--- config.mk ---
export PLATFORM = sky130hd
export DESIGN_NAME = can_alias_login_sequencer
export DESIGN_NICKNAME = d
export VERILOG_FILES = /design/src/rtl/cals_pkg.sv /design/src/rtl/cals_alias_gen.sv /design/src/rtl/can_alias_login_sequencer.sv
export SDC_FILE = /design/constraint.sdc
export NUM_CORES = 1
export LEC_CHECK = 0
export BUFFER_PORTS_ARGS = -buffer_cell sky130_fd_sc_hd__buf_2
export CAP_MARGIN = 10
export CORE_MARGIN = 2
export CORE_UTILIZATION = 50
export CTS_BUF_LIST = sky130_fd_sc_hd__clkbuf_8
export CTS_CLUSTER_DIAMETER = 120
export CTS_CLUSTER_SIZE = 40
export DETAILED_ROUTE_END_ITERATION = 6
export GPL_TIMING_DRIVEN = 0
export PLACE_DENSITY = 0.69
export SLEW_MARGIN = 20
export SYNTH_ARGS = -nofsm -noshare
export SYNTH_HDL_FRONTEND = slang
export SYNTH_HIERARCHICAL = 1
export SYNTH_SLANG_ARGS = --single-unit
--- constraint.sdc ---
create_clock -name i_clk -period 13.1 [get_ports i_clk]
set_input_delay 1.965 -clock i_clk [delete_from_list [all_inputs] [get_ports i_clk]]
set_output_delay 1.965 -clock i_clk [all_outputs]
set_load 0.01 [all_outputs]
--- src/rtl/cals_pkg.sv ---
// Shared types and constants for the CAN alias login sequencer.
// Holds field widths, input mode codes, frame kinds, register indexes and generator constants.
// No dependencies; imported by cals_alias_gen and can_alias_login_sequencer.
`default_nettype none

package cals_pkg;

    // field widths
    localparam int unsigned NODE_ID_W = 48;
    localparam int unsigned HALF_W    = 24;
    localparam int unsigned ALIAS_W   = 12;
    localparam int unsigned COUNT_W   = 7;
    localparam int unsigned TICKS_W   = 8;
    localparam int unsigned EVENT_W   = 6;
    localparam int unsigned KIND_W    = 4;
    localparam int unsigned MODE_W    = 2;
    localparam int unsigned CFG_IDX_W = 3;

    typedef logic [MODE_W-1:0]    t_mode;
    typedef logic [KIND_W-1:0]    t_kind;
    typedef logic [CFG_IDX_W-1:0] t_cfg_idx;

    // input item modes
    localparam t_mode MODE_START    = 2'd0;
    localparam t_mode MODE_POLL     = 2'd1;
    localparam t_mode MODE_CONFLICT = 2'd2;

    // frame kinds
    localparam t_kind KIND_CID7        = 4'd0;
    localparam t_kind KIND_CID6        = 4'd1;
    localparam t_kind KIND_CID5        = 4'd2;
    localparam t_kind KIND_CID4        = 4'd3;
    localparam t_kind KIND_RID         = 4'd4;
    localparam t_kind KIND_AMD         = 4'd5;
    localparam t_kind KIND_INIT_FULL   = 4'd6;
    localparam t_kind KIND_INIT_SIMPLE = 4'd7;
    localparam t_kind KIND_PRODUCER    = 4'd8;
    localparam t_kind KIND_CONSUMER    = 4'd9;

    // configuration register indexes
    localparam t_cfg_idx REG_NODE_ID         = 3'd0;
    localparam t_cfg_idx REG_PRODUCER_COUNT  = 3'd1;
    localparam t_cfg_idx REG_CONSUMER_COUNT  = 3'd2;
    localparam t_cfg_idx REG_SIMPLE_PROTOCOL = 3'd3;
    localparam t_cfg_idx REG_WAIT_TICKS      = 3'd4;

    localparam logic [TICKS_W-1:0] WAIT_TICKS_RESET = 8'd3;

    // seed generator addends
    localparam logic [HALF_W-1:0] GEN_LO_ADD = 24'h1B0CA3;
    localparam logic [HALF_W-1:0] GEN_HI_ADD = 24'h7A4BA9;

    // result of the seed / alias unit
    typedef struct packed {
        logic [NODE_ID_W-1:0] seed;
        logic [ALIAS_W-1:0]   alias_val;
    } t_alias_res;

endpackage

`default_nettype wire

--- src/rtl/cals_alias_gen.sv ---
// Seed generator and alias hash for the CAN alias login sequencer.
// Picks the node ID (start) or the advanced seed (conflict) and folds it into a 12-bit alias.
// Depends on cals_pkg.
`default_nettype none

module cals_alias_gen
    import cals_pkg::*;
(
    input  wire logic                 i_conflict,
    input  wire logic [NODE_ID_W-1:0] i_seed,
    input  wire logic [NODE_ID_W-1:0] i_node_id,
    output t_alias_res                o_res
);

    logic [HALF_W-1:0] w_lo;
    logic [HALF_W-1:0] w_hi;
    logic [HALF_W-1:0] w_t1;
    logic [HALF_W-1:0] w_t2;
    logic [HALF_W+1:0] w_lo_sum;
    logic [HALF_W+1:0] w_hi_sum;
    logic [HALF_W-1:0] w_lo_new;
    logic [NODE_ID_W-1:0] w_adv;
    logic [NODE_ID_W-1:0] w_seed;

    // advance the seed: shifted halves plus constants, upper carry folded into the low half
    assign w_lo     = i_seed[HALF_W-1:0];
    assign w_hi     = i_seed[NODE_ID_W-1:HALF_W];
    assign w_t1     = {w_lo[14:0], w_hi[23:15]};
    assign w_t2     = {w_hi[14:0], 9'd0};
    assign w_lo_sum = {2'b00, w_lo} + {2'b00, w_t1} + {2'b00, GEN_LO_ADD};
    assign w_hi_sum = {2'b00, w_hi} + {2'b00, w_t2} + {2'b00, GEN_HI_ADD};
    assign w_lo_new = w_lo_sum[HALF_W-1:0] + {22'd0, w_hi_sum[HALF_W+1:HALF_W]};
    // halves trade places in the new seed
    assign w_adv    = {w_lo_new, w_hi_sum[HALF_W-1:0]};

    assign w_seed = i_conflict ? w_adv : i_node_id;

    // alias hash: xor of the four 12-bit quarters
    assign o_res.seed      = w_seed;
    assign o_res.alias_val = w_seed[11:0] ^ w_seed[23:12] ^ w_seed[35:24] ^ w_seed[47:36];

endmodule

`default_nettype wire

--- src/rtl/can_alias_login_sequencer.sv ---
// CAN alias login sequencer: one result transaction per input transaction.
// An accepted item goes into the input register, then its result into the result register.
// Throughput: one item per cycle while not stalled by m_axis_tready; one pass of step logic.
// Reset (i_rst_n low, synchronous): idle step, zero seed, alias, cursor and flags,
// config registers at their defaults (wait_ticks 3), both buffers empty.
// Depends on cals_pkg and cals_alias_gen.
`default_nettype none

module can_alias_login_sequencer
    import cals_pkg::*;
#(
    parameter int unsigned MAX_EVENTS = 64
) (
    input  wire logic                 i_clk,
    input  wire logic                 i_rst_n,
    // configuration write channel
    input  wire logic                 i_cfg_valid,
    output logic                      o_cfg_ready,
    input  wire logic [CFG_IDX_W-1:0] i_cfg_index,
    input  wire logic [NODE_ID_W-1:0] i_cfg_data,
    // input stream
    input  wire logic                 s_axis_tvalid,
    output logic                      s_axis_tready,
    input  wire logic [15:0]          s_axis_tdata,  // tx_accept[0], timer_ticks[8:1], zero[15:9]
    input  wire logic [MODE_W-1:0]    s_axis_tuser,  // mode[1:0]
    // result stream
    output logic                      m_axis_tvalid,
    input  wire logic                 m_axis_tready,
    output logic [39:0]               m_axis_tdata,  // frame_valid[0], id_slice[12:1],
                                                     // alias_out[24:13], event_number[30:25],
                                                     // is_permitted[31], is_initialized[32],
                                                     // login_done[33], zero[39:34]
    output logic [KIND_W-1:0]         m_axis_tuser   // frame_kind[3:0]
);

    localparam int unsigned CW = $clog2(MAX_EVENTS + 1);
    localparam int unsigned SW = (CW > COUNT_W) ? CW : COUNT_W;
    localparam logic [SW-1:0] MAX_EXT = SW'(MAX_EVENTS);

    // login step codes
    localparam logic [3:0] ST_IDLE = 4'd0;
    localparam logic [3:0] ST_CID7 = 4'd1;
    localparam logic [3:0] ST_CID6 = 4'd2;
    localparam logic [3:0] ST_CID5 = 4'd3;
    localparam logic [3:0] ST_CID4 = 4'd4;
    localparam logic [3:0] ST_WAIT = 4'd5;
    localparam logic [3:0] ST_RID  = 4'd6;
    localparam logic [3:0] ST_AMD  = 4'd7;
    localparam logic [3:0] ST_INIT = 4'd8;
    localparam logic [3:0] ST_PROD = 4'd9;
    localparam logic [3:0] ST_CONS = 4'd10;
    localparam logic [3:0] ST_RUN  = 4'd11;

    // configuration registers
    logic [NODE_ID_W-1:0] r_node_id;
    logic [COUNT_W-1:0]   r_producer_count;
    logic [COUNT_W-1:0]   r_consumer_count;
    logic                 r_simple_protocol;
    logic [TICKS_W-1:0]   r_wait_ticks;

    // input register
    logic               r_in_valid;
    t_mode              r_in_mode;
    logic               r_in_acc;
    logic [TICKS_W-1:0] r_in_ticks;

    // login state
    logic [3:0]           r_step,      n_step;
    logic [NODE_ID_W-1:0] r_seed,      n_seed;
    logic [ALIAS_W-1:0]   r_alias,     n_alias;
    logic [CW-1:0]        r_cursor,    n_cursor;
    logic                 r_permitted, n_permitted;
    logic                 r_init,      n_init;

    // result register
    logic        r_out_valid;
    logic [39:0] r_out_data;
    t_kind       r_out_kind;

    // step results
    logic               n_frame_valid;
    t_kind              n_frame_kind;
    logic [ALIAS_W-1:0] n_slice;
    logic [EVENT_W-1:0] n_event;

    logic       w_s_take;
    logic       w_adv;
    t_alias_res w_gen;
    logic [SW-1:0] w_count;
    logic [SW-1:0] w_n;
    logic [SW-1:0] w_cursor_inc;

    assign o_cfg_ready   = 1'b1;
    assign w_adv         = r_in_valid && (!r_out_valid || m_axis_tready);
    assign s_axis_tready = !r_in_valid || w_adv;
    assign w_s_take      = s_axis_tvalid && s_axis_tready;

    assign m_axis_tvalid = r_out_valid;
    assign m_axis_tdata  = r_out_data;
    assign m_axis_tuser  = r_out_kind;

    // seed and alias for start / conflict
    cals_alias_gen u_alias_gen (
        .i_conflict (r_in_mode == MODE_CONFLICT),
        .i_seed     (r_seed),
        .i_node_id  (r_node_id),
        .o_res      (w_gen)
    );

    // saturated event count of the current phase
    always_comb begin
        w_count = (r_step == ST_PROD) ? SW'(r_producer_count) : SW'(r_consumer_count);
        w_n     = (w_count > MAX_EXT) ? MAX_EXT : w_count;
        w_cursor_inc = SW'(r_cursor) + SW'(1);
    end

    // one login step per item
    always_comb begin
        n_step        = r_step;
        n_seed        = r_seed;
        n_alias       = r_alias;
        n_cursor      = r_cursor;
        n_permitted   = r_permitted;
        n_init        = r_init;
        n_frame_valid = 1'b0;
        n_frame_kind  = KIND_CID7;
        n_slice       = '0;
        n_event       = '0;
        unique case (r_in_mode)
            MODE_START, MODE_CONFLICT: begin
                n_seed  = w_gen.seed;
                n_alias = w_gen.alias_val;
                n_step  = ST_CID7;
            end
            MODE_POLL: begin
                unique case (r_step)
                    ST_CID7: begin
                        n_frame_valid = 1'b1;
                        n_frame_kind  = KIND_CID7;
                        n_slice       = r_node_id[47:36];
                        if (r_in_acc) n_step = ST_CID6;
                    end
                    ST_CID6: begin
                        n_frame_valid = 1'b1;
                        n_frame_kind  = KIND_CID6;
                        n_slice       = r_node_id[35:24];
                        if (r_in_acc) n_step = ST_CID5;
                    end
                    ST_CID5: begin
                        n_frame_valid = 1'b1;
                        n_frame_kind  = KIND_CID5;
                        n_slice       = r_node_id[23:12];
                        if (r_in_acc) n_step = ST_CID4;
                    end
                    ST_CID4: begin
                        n_frame_valid = 1'b1;
                        n_frame_kind  = KIND_CID4;
                        n_slice       = r_node_id[11:0];
                        if (r_in_acc) n_step = ST_WAIT;
                    end
                    ST_WAIT: begin
                        if (r_in_ticks > r_wait_ticks) n_step = ST_RID;
                    end
                    ST_RID: begin
                        n_frame_valid = 1'b1;
                        n_frame_kind  = KIND_RID;
                        if (r_in_acc) n_step = ST_AMD;
                    end
                    ST_AMD: begin
                        n_frame_valid = 1'b1;
                        n_frame_kind  = KIND_AMD;
                        if (r_in_acc) begin
                            n_permitted = 1'b1;
                            n_step      = ST_INIT;
                        end
                    end
                    ST_INIT: begin
                        n_frame_valid = 1'b1;
                        n_frame_kind  = r_simple_protocol ? KIND_INIT_SIMPLE : KIND_INIT_FULL;
                        if (r_in_acc) begin
                            n_init   = 1'b1;
                            n_cursor = '0;
                            n_step   = ST_PROD;
                        end
                    end
                    ST_PROD, ST_CONS: begin
                        if (w_n == '0) begin
                            n_step = (r_step == ST_PROD) ? ST_CONS : ST_RUN;
                        end else begin
                            n_frame_valid = 1'b1;
                            n_frame_kind  = (r_step == ST_PROD) ? KIND_PRODUCER
                                                                : KIND_CONSUMER;
                            n_event       = EVENT_W'(r_cursor);
                            if (r_in_acc) begin
                                if (w_cursor_inc >= w_n) begin
                                    n_cursor = '0;
                                    n_step   = (r_step == ST_PROD) ? ST_CONS : ST_RUN;
                                end else begin
                                    n_cursor = CW'(w_cursor_inc);
                                end
                            end
                        end
                    end
                    default: begin
                    end
                endcase
            end
            default: begin
            end
        endcase
    end

    // configuration writes
    always_ff @(posedge i_clk) begin
        if (!i_rst_n) begin
            r_node_id         <= '0;
            r_producer_count  <= '0;
            r_consumer_count  <= '0;
            r_simple_protocol <= 1'b0;
            r_wait_ticks      <= WAIT_TICKS_RESET;
        end else if (i_cfg_valid) begin
            unique case (i_cfg_index)
                REG_NODE_ID:         r_node_id         <= i_cfg_data;
                REG_PRODUCER_COUNT:  r_producer_count  <= i_cfg_data[COUNT_W-1:0];
                REG_CONSUMER_COUNT:  r_consumer_count  <= i_cfg_data[COUNT_W-1:0];
                REG_SIMPLE_PROTOCOL: r_simple_protocol <= i_cfg_data[0];
                REG_WAIT_TICKS:      r_wait_ticks      <= i_cfg_data[TICKS_W-1:0];
                default: begin
                end
            endcase
        end
    end

    // input register
    always_ff @(posedge i_clk) begin
        if (!i_rst_n) begin
            r_in_valid <= 1'b0;
        end else if (w_s_take) begin
            r_in_valid <= 1'b1;
        end else if (w_adv) begin
            r_in_valid <= 1'b0;
        end
    end

    always_ff @(posedge i_clk) begin
        if (w_s_take) begin
            r_in_mode  <= s_axis_tuser;
            r_in_acc   <= s_axis_tdata[0];
            r_in_ticks <= s_axis_tdata[8:1];
        end
    end

    // login state update
    always_ff @(posedge i_clk) begin
        if (!i_rst_n) begin
            r_step      <= ST_IDLE;
            r_seed      <= '0;
            r_alias     <= '0;
            r_cursor    <= '0;
            r_permitted <= 1'b0;
            r_init      <= 1'b0;
        end else if (w_adv) begin
            r_step      <= n_step;
            r_seed      <= n_seed;
            r_alias     <= n_alias;
            r_cursor    <= n_cursor;
            r_permitted <= n_permitted;
            r_init      <= n_init;
        end
    end

    // result register
    always_ff @(posedge i_clk) begin
        if (!i_rst_n) begin
            r_out_valid <= 1'b0;
        end else if (w_adv) begin
            r_out_valid <= 1'b1;
        end else if (m_axis_tready) begin
            r_out_valid <= 1'b0;
        end
    end

    always_ff @(posedge i_clk) begin
        if (w_adv) begin
            r_out_kind <= n_frame_kind;
            r_out_data <= {6'd0, (n_step == ST_RUN), n_init, n_permitted, n_event,
                           n_alias, n_slice, n_frame_valid};
        end
    end

`ifndef SYNTHESIS
    // run state is only reached after the init-complete frame went out
    assert property (@(posedge i_clk) disable iff (!i_rst_n)
        (r_step == ST_RUN) |-> (r_init && r_permitted))
        else $error("run state without init and permission");

    // a result without a frame carries the default kind (CID7) and a zero slice and event
    assert property (@(posedge i_clk) disable iff (!i_rst_n)
        (r_out_valid && !r_out_data[0]) |-> (r_out_kind == KIND_CID7 &&
                                             r_out_data[12:1] == '0 &&
                                             r_out_data[30:25] == '0))
        else $error("idle result carries frame fields");

    // permission is never withdrawn
    assert property (@(posedge i_clk) disable iff (!i_rst_n)
        r_permitted |=> r_permitted)
        else $error("permitted flag cleared");

    // a stalled input item is never dropped
    assert property (@(posedge i_clk) disable iff (!i_rst_n)
        (r_in_valid && !w_adv) |=> r_in_valid)
        else $error("pending input item lost");
`endif

endmodule

`default_nettype wire
# Word level (Yosys, flattened, before mapping)
# Index checks and enable logic that the tools add are counted.
# Widths: inputs -> output; s select.
# classes
order_cmp,3
mux,40
bitwise_logic,5
reduce_logical,23
n_addsub,6
n_eq_ne,20
# op_table
op,count
$mux 4,12
$mux 48,1
$pmux 12 s4,1
$mux 7,6
$pmux 4 s9,1
$xor 12x12->12,3
$pmux 4 s7,1
$add 26x23->26 const B,1
$add 24x24->25,1
$add 24x2->24,1
$add 24x21->24 const B,1
$add 24x24->24,1
$eq 4x3->1 const B,4
$eq 4x4->1 const B,4
$mux 1,14
$pmux 7 s2,1
$mux 12,1
$reduce_and 2->1,6
$eq 4x2->1 const B,2
$gt 8x8->1,1
$pmux 4 s2,1
$add 7x1->7 const B,1
$ge 7x7->1,1
$gt 7x7->1 const B,1
other kinds (20),30
# totals
reg_bits,195
output_inout_bits,47
elab_cells,117
input_bits,74

# Depth between registers and ports, before layout
# Gate-level depths: netlist (run 1).
# logic_depth
word_depth,11
depth_mapped,27
ltp_nobuf,26

# Hierarchy
# Netlist (run 1), hierarchy kept.
# by_module_without_submodules
mod,cells_each,area_per_inst_um2,seq_area_each_um2,instances
can_alias_login_sequencer,912,8609.5,4394.2,1
cals_alias_gen,552,4306.6,0.0,1

# Least setup slack after synthesis (run 1)
# No wires, ideal clock.
# synth_timing
path_kind,reg-to-reg
from,register r_seed[29]
to,register r_alias[3]
setup_ns,0.117
arrival_ns,5.397
stages_incl_launch_ff,26
period_less_slack_ns,5.514
path_buffers,0
slack_ns,7.586
required_ns,12.983
cell_sequence,dfxtp_1 inv_1 ha_1 inv_1 ha_1 a21o_1 a21o_1 a21oi_1 a31o_2 a21oi_1 and2_1 o21a_1 fa_1 ha_1 fa_1 a211oi_2 o21ai_0 nand2_1 nor3b_1 o21ai_1 xor2_1 mux2_2 xnor3_1 mux2_2 mux2i_1 nor2b_1
# synth_rtl
element,line_no,source
start: declaration,can_alias_login_sequencer.sv:69,"logic [NODE_ID_W-1:0] r_seed, n_seed;"
start signal: assignment,can_alias_login_sequencer.sv:264,r_seed <= n_seed;
end signal: assignment,can_alias_login_sequencer.sv:265,r_alias <= n_alias;
end: declaration,can_alias_login_sequencer.sv:70,"logic [ALIAS_W-1:0] r_alias, n_alias;"

==> results of run 1 <==
## Yosys cell counts (9+ instances only)
library cell	n	area (µm²)
mux2_2	34	382.9
buf_4	9	67.56
a22oi_1	32	240.2
ha_1	121	1514
dfxtp_1	146	2923
a21o_1	17	127.6
clkbuf_1	54	202.7
nor3_1	19	95.09
a21oi_1	71	355.3
xor2_1	20	175.2
and3_1	9	56.30
o21ai_0	30	150.1
mux2i_1	32	320.3
nor2_1	48	180.2
nor2b_1	45	281.5
edfxtp_1	49	1471
nand2_1	275	1032
xnor2_1	35	306.5
a21boi_0	104	780.8
inv_1	95	356.6
nand2b_1	9	56.30
nand3_1	19	95.09
## per-stage QoR
| stage | cells | total power, mW | hold WS [ns] |
|---|---|---|---|
| floorplan | 1469 | 0.7779 | 0.4435 |
| finish | 1937 | 1.237 | 0.4722 |
| global placement | 1904 | 0.8447 | 0.4526 |
| detailed placement | 1904 | 0.8464 | 0.4573 |
| CTS | 1936 | 1.241 | 0.4730 |
| global route | 1936 | 1.286 | 0.4965 |
## critical path, delay by kind of cell, from the launching register on
family,cells,cell delay (ns)
AO/OA/AOI/OAI,9,1.83
flip-flops,1,0.43
XOR/XNOR,3,1.01
adder cells (fa/ha/maj),5,1.85
AND/OR/NAND/NOR,4,0.71
multiplexers,2,0.45
buffers and inverters,2,0.17
## sequential cells by signal, indices dropped and copies added, names as in the netlist, 8 cells and up
name,flops
m_axis_tdata,34
r_alias,12
r_in_ticks,8
r_node_id,48
r_seed,48
r_wait_ticks,8
## area by class of cell
cell class,count,area [µm²],share of cell area
multi-input combinational,1101,7815,0.5464
sequential,195,4394,0.3072
timing repair buffer,105,525.5,0.03674
tap,330,412.9,0.02887
buffer,78,372.9,0.02607
inverter,95,356.6,0.02493
clock buffer,17,234.0,0.01636
clock inverter,15,188.9,0.01321
antenna,1,2.502,0.0001750
## worst paths after layout
check	end	slack [ns]	depth (start not counted)
setup / recovery	r_alias[1]$_SDFFE_PN0P_	6.55	25
hold / removal	r_wait_ticks[3]$_SDFFE_PN0P_	0.47	2
setup reg to reg	r_alias[1]$_SDFFE_PN0P_	6.55	25
hold reg to reg	r_wait_ticks[3]$_SDFFE_PN0P_	0.47	2
## layer usage
metal	track usage	up-vias
met4	0.1174	0
li1	-	5369
met2	0.4576	483
met1	0.3966	5364
met5	0	-
met3	0.04319	83
## power groups by stage
stage / Combinational (mW) / Sequential, mW / Clock (mW)
floorplan: 0.119 / 0.658 / 0
global placement: 0.184 / 0.660 / 0
detailed placement: 0.186 / 0.660 / 0
CTS: 0.188 / 0.646 / 0.407
global route: 0.205 / 0.648 / 0.433
finish: 0.190 / 0.647 / 0.401
## logic make-up (layout without fill, tap and decap cells)
group | count (synthesis) | count (layout) | synth area share
xor+xnor | 62 | 62 | 0.04989
other cells | 2 | 8 | 0.0005814
fa+ha+maj | 123 | 123 | 0.1203
flops | 195 | 195 | 0.3402
mux | 66 | 66 | 0.05444
simple gates | 490 | 490 | 0.1789
buf+inv | 173 | 310 | 0.05618
compound gates | 353 | 353 | 0.1995
==> results by group, run 1 <==
Setup path
  – Crit start category: flop
  – CP Data Required Time: 13.46 ns
  – Most used cell, CP: ha_1
  – Crit-path slowest cell: fa_1
  – Crit-path max cell delay: 0.47 ns
  – Critical path type: flop to flop
  – CP Data Arrival Time: 6.91 ns
  – Worst Setup SP: r_seed[29]$_SDFFE_PN0P_
  – Worst-path maximum fanout: 6
  – Worst setup EP type: flop
  – Reg-to-Reg Start: r_seed[29]$_SDFFE_PN0P_

Power and ir drop
  – Sw Share: 0.3064
  – Leakage: 5.868 nW
  – Pint: 0.8583 mW
  – VDD IR max: around 65 µV
  – Clk pwr share: 0.324
  – Seq pwr share: 0.523
  – Logic gate share of total power: 0.154
  – Total net switching power: 0.3791 mW
  – Pwr dens: 86.52 nW/µm²

Cells and area
  – End-of-flow core utilization: 0.5663
  – Commonest non-fill, non-tap cell in the layout: nand2_1
  – Proportion of layout cells with a drive suffix above 1: 0.1501
  – P&R area growth vs syn: 10.73%
  – Commonest non-fill, non-tap cells in the layout: nand2_1, dfxtp_1, ha_1, buf_2, a21boi_0
  – Filler Cell Count: 2346
  – Final instance area: 14300 µm²
  – Final Net Count: 1790

Logic synthesis
  – Post-synth EDFFs: 49
  – Post-Syn Area: 12920 µm²
  – Post-synth ARST share: 0
  – Synth Warn #: 6
  – Post-synthesis sequential area ratio: 0.3402
  – Syn Area/Cell: 8.822 µm²
  – #FFs+latches synth: 195
  – Post-Synthesis Cells: 1464
  – Primary FF master, synth: dfxtp_1
  – Distinct cell type count of the synthesized netlist: 88

Placement
  – Detailed Place HPWL: roughly 31000 µm
  – Routability cong.: a little under 1
  – Pre-CTS setup slack: 6.662 ns
  – Port bufs: about 110
  – Placed cell areas: 13880 µm²

CTS
  – Num Clock Sinks: 195
  – Worst-Skew Late Latency: 0.48 ns
  – Setup bufs post-CTS: 0
  – Inserted Clock Buffers: 17
  – CTS max path bufs: 2
  – Post-CTS Hold Fix Bufs: 0
  – Root Driver: clkbuf_8
  – Post_cts resized: 0
  – H-tree depth: 4
  – Clk pin slew, worst setup/hold paths: approximately 0.11 ns
  – CTS tree: yes

Detailed routing
  – Routed len/inst: 19.98 µm
  – Post-route ant nets: 0
  – Vias per inst: 5.833
  – Top Metal Used: met4
  – Met2 wire length: 17260 µm
  – DR WL met3: 2810 µm
  – DRT Wirelength: slightly below 40000 µm
  – DRT iter0 DRCs: 1156
  – Drt pass-1 iters: 6
  – DRT met1 WL: 17100 µm
  – Via count: 11299
  – DRC viols: 0

Timing
  – Achievable Freq: 152.7 MHz
  – RSZ-0062 raised after global routing: false
  – TNS Setup: 0 ns
  – Min cycle time layout: 6.550 ns
  – Worst-margin pin slew: 0.9966 ns
  – Worst setup margin: 6.550 ns
  – Fin. max-slew vios: 0
  – # setup viols final: 0
  – Slew Limit Headroom: 0.3342
  – Clk_skew: 0.02548 ns
  – Final worst path period share: 0.5000
  – Final Hold Fails: 0

Min path
  – Hold_sp: r_wait_ticks[3]$_SDFFE_PN0P_
  – Worst Hold Class: flop to flop

Die
  – Die height: between 150 and 200 µm
  – IO Pins: 121
  – Die Width: 164.7 µm
  – Die Area: about 27000 µm²
  – Core Region: 25250 µm²
  – Starting Density: 0.5114
  – Rows: 58

Global routing
  – Initial antenna violation count: 0
  – Largest net degree at the start of global routing: 48
  – First-pass GRT wire length: 59020 µm
  – Gr usage total: 0.2891
  – Vias in the first global route: about 11000
  – Aggregate global routing overflow: 0

Outcome
  – Outcome: finished clean

Flow run
  – Maxcap violations: 0
No activity file was read; power rests on OpenSTA's default activity.
==> run 2, diff against run 1 <==
--- a/config.mk
+++ b/config.mk
@@ -14,7 +14,7 @@
 export CTS_CLUSTER_SIZE = 40
 export DETAILED_ROUTE_END_ITERATION = 6
 export GPL_TIMING_DRIVEN = 0
-export PLACE_DENSITY = 0.69
+export PLACE_DENSITY = 0.72
 export SLEW_MARGIN = 20
 export SYNTH_ARGS = -nofsm -noshare
 export SYNTH_HDL_FRONTEND = slang
==> constraint.sdc (replaced) <==
create_clock -name i_clk -period 6 [get_ports i_clk]
set_input_delay 0.9 -clock i_clk [delete_from_list [all_inputs] [get_ports i_clk]]
set_output_delay 0.9 -clock i_clk [all_outputs]
set_load 0.01 [all_outputs]
==> run 2 against run 1 <==
Against the previous run:
- clock skew rose by 0.0014 ns
- flip-flop and latch count unchanged
- highest routed layer unchanged
- critical endpoint unchanged
- sequential share of layout area down 0.42 points
- worst setup slack worse by 6.4 ns
- critical path type unchanged
==> results by group, run 2 (same netlist as run 1, synthesis figures left out) <==
Die
  – Core Region: 25250 µm²
  – Die Area: around 27000 µm²
  – Starting Density: 0.5114
  – Rows: 58
  – Die Width: 164.7 µm
  – IO Pins: 121
  – Die height: 164.7 µm

Detailed routing
  – Drt pass-1 iters: 6
  – DRT Wirelength: ~39000 µm
  – DRT iter0 DRCs: 1066
  – Routed len/inst: 19.96 µm
  – DRC viols: 0
  – Vias per inst: slightly below 6
  – Via count: approximately 11000
  – Post-route ant nets: 0

Timing
  – Slew Limit Headroom: 0.3389
  – Clk_skew: about 0.027 ns
  – TNS Setup: 0 ns
  – # setup viols final: 0
  – Final Hold Fails: 0
  – Worst-margin pin slew: between 0.9 and 1 ns
  – Fin. max-slew vios: 0
  – Achievable Freq: 170.7 MHz
  – Hold Slack: 0.4733 ns
  – Min cycle time layout: 5.858 ns
  – Final worst path period share: 0.9763

CTS
  – CTS max path bufs: 2
  – Post-CTS Hold Fix Bufs: 0
  – Worst-Skew Late Latency: ~0.48 ns
  – Num Clock Sinks: 195
  – Root Driver: clkbuf_8
  – CTS tree: yes
  – Clk pin slew, worst setup/hold paths: 0.12 ns
  – Inserted Clock Buffers: 17
  – H-tree depth: 4

Setup path
  – Critical path type: flop to flop
  – Crit start category: flop
  – Worst R2R Path Depth: 26
  – CP Data Required Time: 6.37 ns
  – Worst-path maximum fanout: 4
  – CP Data Arrival Time: 6.23 ns
  – Worst setup EP type: flop

Outcome
  – Outcome: finished clean

Cells and area
  – Final Net Count: 1800
  – Commonest non-fill, non-tap cells in the layout: nand2_1, dfxtp_1, ha_1, buf_2, a21boi_0
  – Commonest non-fill, non-tap cell in the layout: nand2_1
  – P&R area growth vs syn: 12.78%
  – Proportion of layout cells with a drive suffix above 1: 0.1801
  – Antenna diodes: 0

Global routing
  – Aggregate global routing overflow: 0
  – Initial antenna violation count: 0
  – Vias in the first global route: 10679
  – Largest net degree at the start of global routing: 48
  – Gr usage total: 0.2886
  – First-pass GRT wire length: 59260 µm

Power and ir drop
  – Seq pwr share: 0.521
  – Total net switching power: 0.8278 mW
  – Overall power: 2.705 mW
  – Sw Share: 0.3060
  – Logic gate share of total power: 0.156
  – Leakage: about 6 nW
  – Pint: between 1.5 and 2 mW
  – VDD IR max: about 150 µV
  – Clk pwr share: 0.322
  – Pwr dens: about 190 nW/µm²

Min path
  – Hold Path Stages: 2
  – Worst Hold Class: flop to flop

Flow run
  – Maxcap violations: 0

Placement
  – Port bufs: about 110
  – Detailed Place HPWL: 30660 µm
  – Routability cong.: 0.9835
==> run 2: cell count changes in the layout (fill, tap and decap cells not counted), moves of 3 or more <==
cell / previous run / this run
inv_1: 95 / 92
ha_1: 121 / 113
mux2_4: 0 / 3
dfxtp_1: 146 / 136
dfxtp_4: 0 / 3
inv_6: 2 / 5
buf_4: 9 / 20
inv_2: 0 / 3
mux2_2: 34 / 31
ha_2: 0 / 7
dfxtp_2: 0 / 7
==> run 2: final timing paths <==
check,startpoint,endpoint,slack (ns)
setup reg to reg,r_seed[35]$_SDFFE_PN0P_,r_alias[1]$_SDFFE_PN0P_,0.14
hold reg to reg,r_seed[1]$_SDFFE_PN0P_,r_seed[1]$_SDFFE_PN0P_,0.47
setup / recovery,r_seed[35]$_SDFFE_PN0P_,r_alias[1]$_SDFFE_PN0P_,0.14
hold / removal,r_seed[1]$_SDFFE_PN0P_,r_seed[1]$_SDFFE_PN0P_,0.47
==> run 2: timing repair <==
action                                  4_1_cts  5_1_grt
setup buffers                                 4        8
endpoints found under the setup margin       11       16
pin swaps                                     6       22
resized for setup                            14       42
==> run 2: critical path: stages (launching register included) <==
cell and delay [ns]:
dfxtp_1 0.36, inv_1 0.11, ha_1 0.29, inv_1 0.04
ha_1 0.33, and4_1 0.17, nor2b_1 0.14, a22oi_2 0.27
a31o_4 0.22, a21oi_2 0.05, and2_1 0.16, o21a_1 0.19
fa_1 0.46, ha_2 0.24, fa_2 0.44, a211oi_4 0.29
o21ai_2 0.10, nand2_2 0.09, nor3b_4 0.21, buf_6 0.14
xor2_4 0.21, o21ai_2 0.11, xor3_1 0.43, xor2_1 0.18
mux2_4 0.32, mux2i_1 0.14, nor2b_1 0.06
==> run 2: power groups by stage <==
stage	sequential, mW	combinational [mW]	clock, mW
2_1_floorplan	1.44	0.261	0
3_3_place_gp	1.44	0.401	0
3_5_place_dp	1.44	0.405	0
4_1_cts	1.41	0.410	0.880
5_1_grt	1.41	0.457	0.925
6_report	1.41	0.423	0.872
==> run 2: final cells by class <==
class | count | area, µm²
Inverter | 95 | 356.6
Timing Repair Buffer | 117 | 619.3
Sequential cell | 195 | 4414
Multi-Input combinational cell | 1101 | 7989
Clock buffer | 17 | 234.0
Buffer | 76 | 362.8
Tap cell | 330 | 412.9
Clock inverter | 15 | 177.7
Fill cell | 2346 | 10690
==> run 2: routing by layer <==
metal,GRT usage,vias to the layer above,share of wire
met4,0.1103,0,0.037
met1,0.3919,5372,0.43
met3,0.04345,89,0.080
met5,0,-,0
li1,-,5400,-
met2,0.4648,489,0.46
==> run 2: per-stage QoR <==
step | util | worst slack, ns | instance area, µm² | cells
floorplan | - | 0.4859 | 12930 | 1469
detailed placement | 0.5495 | -0.4473 | 13880 | 1904
CTS | 0.5690 | 0.004261 | 14370 | 1940
global route | 0.5768 | -0.05026 | 14570 | 1946
finish | 0.5768 | 0.1421 | 14570 | 1946
global placement | 0.5493 | -0.4038 | 13870 | 1904
